## config.mk

```make
export PLATFORM = sky130hd
export DESIGN_NAME = byte_alu_add_sub_mul_div_core
export DESIGN_NICKNAME = d
export VERILOG_FILES = /design/src/rtl/bau_pkg.sv /design/src/rtl/bau_cell.sv /design/src/rtl/byte_alu_add_sub_mul_div_core.sv
export SDC_FILE = /design/constraint.sdc
export NUM_CORES = 1
export LEC_CHECK = 0
export BUFFER_PORTS_ARGS = -buffer_cell sky130_fd_sc_hd__buf_4
export CORE_ASPECT_RATIO = 1.4
export CORE_MARGIN = 2
export CORE_UTILIZATION = 55
export CTS_CLUSTER_SIZE = 28
export DETAILED_ROUTE_END_ITERATION = 12
export PLACE_DENSITY_LB_ADDON = 0.1
export SLEW_MARGIN = 20
export SYNTH_ARGS = -nofsm -noshare
export SYNTH_HDL_FRONTEND = slang
export SYNTH_HIERARCHICAL = 1
export SYNTH_SLANG_ARGS = --single-unit
```

## constraint.sdc

```tcl
create_clock -name clk -period 8.1 [get_ports clk]
set_clock_uncertainty 0.05 [all_clocks]
set_input_delay 1.62 -clock clk [delete_from_list [all_inputs] [get_ports clk]]
set_output_delay 1.62 -clock clk [all_outputs]
set_load 0.02 [all_outputs]
```

## src/rtl/bau_pkg.sv

```systemverilog
// Shared types and constants for the byte arithmetic unit.
// No dependencies; imported by bau_cell and byte_alu_add_sub_mul_div_core.
`default_nettype none

package bau_pkg;

  localparam int WORD_BITS = 8;

  typedef enum logic [1:0] {
    OP_ADD = 2'd0,
    OP_SUB = 2'd1,
    OP_MUL = 2'd2,
    OP_DIV = 2'd3
  } op_t;

  typedef struct packed {
    op_t                  op;
    logic [WORD_BITS-1:0] a_value;
    logic [WORD_BITS-1:0] b_value;
  } req_t;

  typedef struct packed {
    logic [WORD_BITS-1:0] result;
    logic [WORD_BITS-1:0] remainder;
  } rsp_t;

  // Working word handed from cell to cell. For a multiply, lo is the running
  // sum, a the shifted multiplicand and b the shifted multiplier. For a
  // divide, hi is the partial remainder, lo the dividend/quotient shift
  // register and b the divisor. Add and subtract results ride in lo.
  typedef struct packed {
    op_t                  op;
    logic [WORD_BITS-1:0] a;
    logic [WORD_BITS-1:0] b;
    logic [WORD_BITS-1:0] hi;
    logic [WORD_BITS-1:0] lo;
  } stage_t;

endpackage

`default_nettype wire

```

## src/rtl/bau_cell.sv

```systemverilog
// One step cell of the arithmetic chain: a shift-add step or a restoring
// division step, with its own valid/ready register. Depends on bau_pkg.
`default_nettype none

module bau_cell (
  input  wire logic            clk,
  input  wire logic            rst,
  input  wire logic            in_valid,
  output logic                 in_ready,
  input  wire bau_pkg::stage_t in_data,
  output logic                 out_valid,
  input  wire logic            out_ready,
  output bau_pkg::stage_t      out_data
);
  import bau_pkg::*;

  logic                 valid;
  stage_t               data;
  stage_t               step;
  logic [WORD_BITS-1:0] shifted;
  logic [WORD_BITS-1:0] trial;

  always_comb begin
    shifted = {in_data.hi[WORD_BITS-2:0], in_data.lo[WORD_BITS-1]};
    trial   = shifted - in_data.b;
    step    = in_data;
    unique case (in_data.op)
      OP_MUL: begin
        step.lo = in_data.lo + (in_data.b[0] ? in_data.a : '0);
        step.a  = {in_data.a[WORD_BITS-2:0], 1'b0};
        step.b  = {1'b0, in_data.b[WORD_BITS-1:1]};
      end
      OP_DIV: begin
        // A negative trial remainder is restored, which leaves the shifted value.
        if (trial[WORD_BITS-1]) begin
          step.hi = shifted;
          step.lo = {in_data.lo[WORD_BITS-2:0], 1'b0};
        end else begin
          step.hi = trial;
          step.lo = {in_data.lo[WORD_BITS-2:0], 1'b1};
        end
      end
      default: begin
      end
    endcase
  end

  assign in_ready  = !valid || out_ready;
  assign out_valid = valid;
  assign out_data  = data;

  always_ff @(posedge clk) begin
    if (rst) begin
      valid <= 1'b0;
    end else if (in_ready) begin
      valid <= in_valid;
    end
  end

  always_ff @(posedge clk) begin
    if (in_valid && in_ready) begin
      data <= step;
    end
  end

  a_hold_when_stalled: assert property (@(posedge clk) disable iff (rst)
    valid && !out_ready |=> valid && $stable(data))
    else $error("cell lost or changed a stalled request");

  a_take_request: assert property (@(posedge clk) disable iff (rst)
    in_valid && in_ready |=> valid)
    else $error("cell accepted a request but holds nothing");

  a_hi_clear_unless_div: assert property (@(posedge clk) disable iff (rst)
    valid && data.op != OP_DIV |-> data.hi == '0)
    else $error("high word set for an operation other than divide");

endmodule

`default_nettype wire

```

## src/rtl/byte_alu_add_sub_mul_div_core.sv

```systemverilog
// Byte arithmetic unit: add, subtract, shift-add multiply and restoring divide.
// Top level; depends on bau_pkg and bau_cell.
//
// Usage:
//   The request channel (req_valid, req_ready, req) carries an operation code
//   and two operand bytes. The response channel (rsp_valid, rsp_ready, rsp)
//   returns the low byte of the sum, difference, product or quotient, and the
//   division remainder (zero for the other operations).
//   Every request passes through a chain of WORD_BITS identical cells, one
//   multiply or division step per cell; add and subtract are formed on entry
//   and simply ride the chain. The request is registered in each cell in turn,
//   and rsp_valid is the valid register of the last cell. One request is
//   accepted every cycle as long as the receiver does not stall.
//   Each cell has its own valid/ready register, so when the receiver stalls
//   the chain fills up behind the waiting response and req_ready falls only
//   once every cell is occupied; bubbles are squeezed out.
//   Reset (rst, synchronous) empties the chain; no request is in flight
//   afterwards and req_ready is high in the next cycle.
`default_nettype none

module byte_alu_add_sub_mul_div_core (
  input  wire logic          clk,
  input  wire logic          rst,
  input  wire logic          req_valid,
  output logic               req_ready,
  input  wire bau_pkg::req_t req,
  output logic               rsp_valid,
  input  wire logic          rsp_ready,
  output bau_pkg::rsp_t      rsp
);
  import bau_pkg::*;

  stage_t                 link_data [WORD_BITS+1];
  logic [WORD_BITS:0]     link_valid;
  logic [WORD_BITS:0]     link_ready;
  stage_t                 entry;

  always_comb begin
    entry.op = req.op;
    entry.a  = req.a_value;
    entry.b  = req.b_value;
    entry.hi = '0;
    entry.lo = '0;
    unique case (req.op)
      OP_ADD: entry.lo = req.a_value + req.b_value;
      OP_SUB: entry.lo = req.a_value - req.b_value;
      OP_MUL: entry.lo = '0;
      OP_DIV: begin
        // The partial remainder starts as the sign extension of the dividend.
        entry.hi = {WORD_BITS{req.a_value[WORD_BITS-1]}};
        entry.lo = req.a_value;
      end
      default: entry.lo = '0;
    endcase
  end

  assign link_data[0]  = entry;
  assign link_valid[0] = req_valid;
  assign req_ready     = link_ready[0];

  for (genvar i = 0; i < WORD_BITS; i++) begin : g_cell
    bau_cell u_cell (
      .clk       (clk),
      .rst       (rst),
      .in_valid  (link_valid[i]),
      .in_ready  (link_ready[i]),
      .in_data   (link_data[i]),
      .out_valid (link_valid[i+1]),
      .out_ready (link_ready[i+1]),
      .out_data  (link_data[i+1])
    );
  end

  assign link_ready[WORD_BITS] = rsp_ready;
  assign rsp_valid     = link_valid[WORD_BITS];
  assign rsp.result    = link_data[WORD_BITS].lo;
  assign rsp.remainder = link_data[WORD_BITS].hi;

endmodule

`default_nettype wire

```

---- After elaboration in Yosys (flattened, before gate mapping) ----
Index checks and enable logic that the tools add are counted.
word-level totals
  bits in registers ....................... 262
  word-level logic and storage cells ...... 160
  output and inout bits ................... 18
cells by class
  multiplexer cells ....................... 41
  equal/unequal tests ..................... 17
  add/subtract/negate cells ............... 18
  reductions and logical operators ........ 25
operators by type and width
  operator              number
  $mux W16              15
  $mux W8               17
  $pmux W8 S2           8
  $add A8 B8 Y8         9
  $sub A8 B8 Y8         9
  $eq A2 B2 Y1 const B  16
  $pmux W8 S4           1
  $logic_and A1 B1 Y1   8
  $logic_not A1 Y1      8
  $logic_or A1 B1 Y1    8
  $eq A2 B1 Y1 const B  1
  $logic_not A2 Y1      1

---- Depth between registers and ports, before layout ----
  depth after elaboration ................. 10
  gate-level depth with buffers ........... 19
  mapped depth without buffers ............ 19

---- Cells and area by module ----
Netlist, hierarchy kept.
by module, submodules not included
  module                            instances  area each (um2)  cells each
  bau_cell at g_cell[0].u_cell ...  4          2,220.9          210
  bau_cell at g_cell[6].u_cell ...  2          2,220.9          207
  bau_cell at g_cell[1].u_cell      1          2,349.8          249
  bau_cell at g_cell[5].u_cell      1          2,346.0          252
  byte_alu_add_sub_mul_div_core     1          560.5            78

---- Worst setup path before layout ----
No wires, ideal clock.
  path type ............................... input to register
  start point ............................. input port req[0] (netlist bit)
  end point ............................... register g_cell[0].u_cell.data, in the netlist g_cell[0].u_cell/out_data[9] (data pin)
  arrival ................................. 4.935 ns
  required time ........................... 7.791 ns
  stages on the path ...................... 19
  library setup time ...................... 0.259 ns
  path slack .............................. 2.856 ns
  buffers on the path ..................... 1
  cells stage by stage .................... inv_1 -> ha_1 -> a31oi_1 -> xnor2_1 -> ha_1 -> a21o_1 -> a31o_1 -> a21oi_1 -> xnor2_1 -> o21bai_1 -> inv_1 -> ha_1 -> nor2b_4 -> o31a_1 -> or4b_1 -> a32oi_2 -> buf_6 -> nor3_2 -> a211o_1
RTL lines
  what                    line                                 source
  start: declaration      byte_alu_add_sub_mul_div_core.sv:26  input wire bau_pkg::req_t req,
  end signal: assignment  bau_cell.sv:62                       data <= step;
  end: declaration        bau_cell.sv:18                       stage_t data;

==> out/metrics.csv <==
stage,metric,value,unit
synthesis,postSynthCellCount,1792,
timing,period_needed,5.62,ns
timing,clock.fmax,178,MHz
clock_tree,h-tree-depth,1,
timing,relSlewSlack,0.365,
synthesis,syn_nets,1951,
die,coreArea,32200,µm²
route,route.detailed.drc,0,
setup_path,cp_num_buf_inv,2,
route,first_iter_violations,567,
route,dr.pass1.iters,5,
pwr,powerDensity,175,nW/µm²
setup_path,endpoint_kind,flop,
global_route,antenna_found_initial,0,
setup_path,crit_arrival,5.87,ns
clock_tree,cts_resized,0,
setup_path,slowest_stage,a32oi_2,
timing,finalSetupViolations,0,
setup_path,critPathKind,in2reg,
synthesis,netlist_area,17900,µm²
pwr,intPower,2.51,mW
timing,hold_viol,0,
route,final_antenna_net_count,0,
clock_tree,root_buffer,clkbuf_16,
timing,drv_slew,0,
global_route,grt_pass1_vias,13200,
global_route,overflow,0,
route,avgRoutedWirePerCell,17.8,µm
pwr,p_clk_frac,0.374,
route,totalWireLength,39.7,mm
clock_tree,postCtsHoldBufs,0,
route,avgViaCountPerCell,5.92,
pwr,combinationalPowerShare,0.155,
setup_path,worstPathMaxFanout,17,
setup_path,start_kind,input port,
timing,worstMarginPinSlew,0.949,ns
clock_tree,insertion_delay,0.56,ns
clock_tree,cts_setup_buffers,0,
place,globalplace.congestion,0.871,
clock_tree,clock_sinks,262,
route,vias,13200,
timing,fin_ws,2.48,ns
clock_tree,cts_buffers,28,
place,post-place-ws,1.94,ns
status,status,finished clean,
place,post-dp-hpwl,31.6,mm
pwr,power_switching,0.877,mW
setup_path,required,8.36,ns
clock_tree,clkTransAtPathRegs,0.06,ns
place,port_buffers,39,
finish,drive_gt1_frac,0.0957,
die,rows,78,
timing,finalSetupTns,0,ns
timing,period_share,0.694,
die,die_h,217,µm
setup_path,slowest_delay,0.57,ns
die,start_util,0.555,
clock_tree,clock_path_buffers,3,
global_route,grtUsageTotal,0.238,
finish,final_nets,1966,
die,die_w,156,µm
synthesis,ys_warn_count,6,
global_route,grt_max_degree,35,
pwr,power_switching_share,0.259,
global_route,grt_first_pass_wirelength,64.7,mm
pwr,p_seq_frac,0.471,
synthesis,synth.avg_cell_area,9.98,µm²
clock_tree,cts_tree,done,
timing,rsz0062_at_grt,no,
finish,syn_to_final_growth,8.20,%
run,cap_violations,0,
finish,antenna_cells,0,
pwr,cellLeakagePower,7.65,nW
pwr,ir_drop,0.205,mV
setup_path,critPathTopFamily,compound AO/OA/AOI/OAI gates,
setup_path,path_cells,buf_4 -> nor2b_1 -> a31oi_1 -> xnor2_1 -> ha_1 -> a21o_1 -> a31o_1 -> a21oi_1 -> xnor2_1 -> o21bai_1 -> inv_1 -> ha_1 -> nor2b_4 -> o31a_1 -> or4b_1 -> a32oi_2 -> nor3_2 -> a211o_1,
hold_path,hold_class,reg2reg,
finish,fillCellCount,2762,
die,die-area,34000,µm²
die,ios,40,
[path summary, 6_finish.rpt]
check                                              startpoint                      endpoint  slack [ns]  depth (start not counted)
worst max register to register  g_cell[1].u_cell/out_data[16]  g_cell[2].u_cell/out_data[8]        5.04                          7
worst max-delay path                                  req[16]  g_cell[0].u_cell/out_data[9]        2.48                         18
worst min register to register     g_cell[5].u_cell/out_valid    g_cell[6].u_cell/out_valid        0.40                          2
worst min-delay path               g_cell[5].u_cell/out_valid    g_cell[6].u_cell/out_valid        0.40                          2
[layout by cell type (no fill, tap or decap), types with 13 or more instances in the layout]
cell type and instances:
a21o_1 28, xnor2_1 47, nand3_1 32, or3_1 14, o211ai_1 32, o31a_1 16, o21ai_0 138, nand2b_1 24
buf_4 51, nor2_1 102, edfxtp_1 254, and2_1 71, ha_1 120, fa_1 17, a221o_1 13, o21a_1 42
nor3_1 32, clkbuf_16 29, xor2_1 19, a21oi_1 89, mux2i_1 29, nor2b_1 45, nand2_1 224, a31oi_1 21
inv_1 126, mux2_2 42
[power groups by stage]
stage / Combinational, mW / Sequential (mW) / Clock, mW
floorplan: 0.419 / 1.60 / 0
global placement: 0.514 / 1.62 / 0
detailed placement: 0.525 / 1.63 / 0
CTS: 0.528 / 1.60 / 1.30
global route: 0.587 / 1.60 / 1.35
finish: 0.526 / 1.60 / 1.27
[per-stage QoR]
stage	util	hold slack [ns]	cells	total power, mW	cell area, µm²
finish	0.601	0.402	2229	3.39	19300
global route	0.601	0.428	2229	3.54	19300
CTS	0.601	0.407	2229	3.42	19300
detailed placement	0.573	0.398	2177	2.15	18400
global placement	0.573	0.390	2177	2.14	18400
floorplan	-	0.374	1792	2.02	17900
[area by class of cell]
type	count	area, µm²	area share
tap	400	500	0.0259
sequential	262	7790	0.402
multi-input combinational	1338	9300	0.481
clock buffer	32	737	0.0381
clock inverter	20	170	0.00879
inverter	126	473	0.0244
timing repair buffer	51	383	0.0198
[registers in the layout (all words and copies together) (netlist names)]
name,flops
g_cell.u_cell/out_data,254
g_cell.u_cell/out_valid,8
[worst min-delay path, cell delays in order, from the launching register on]
cell and delay [ns]:
dfxtp_1 0.31, inv_1 0.05, a21oi_1 0.05
[layer usage]
layer | track usage | wire, µm
met5 | 0 | 0
met2 | 0.503 | 23500
met1 | 0.213 | 13200
met4 | 0.124 | 2110
met3 | 0.0245 | 900
No activity file was read; power rests on OpenSTA's default activity.
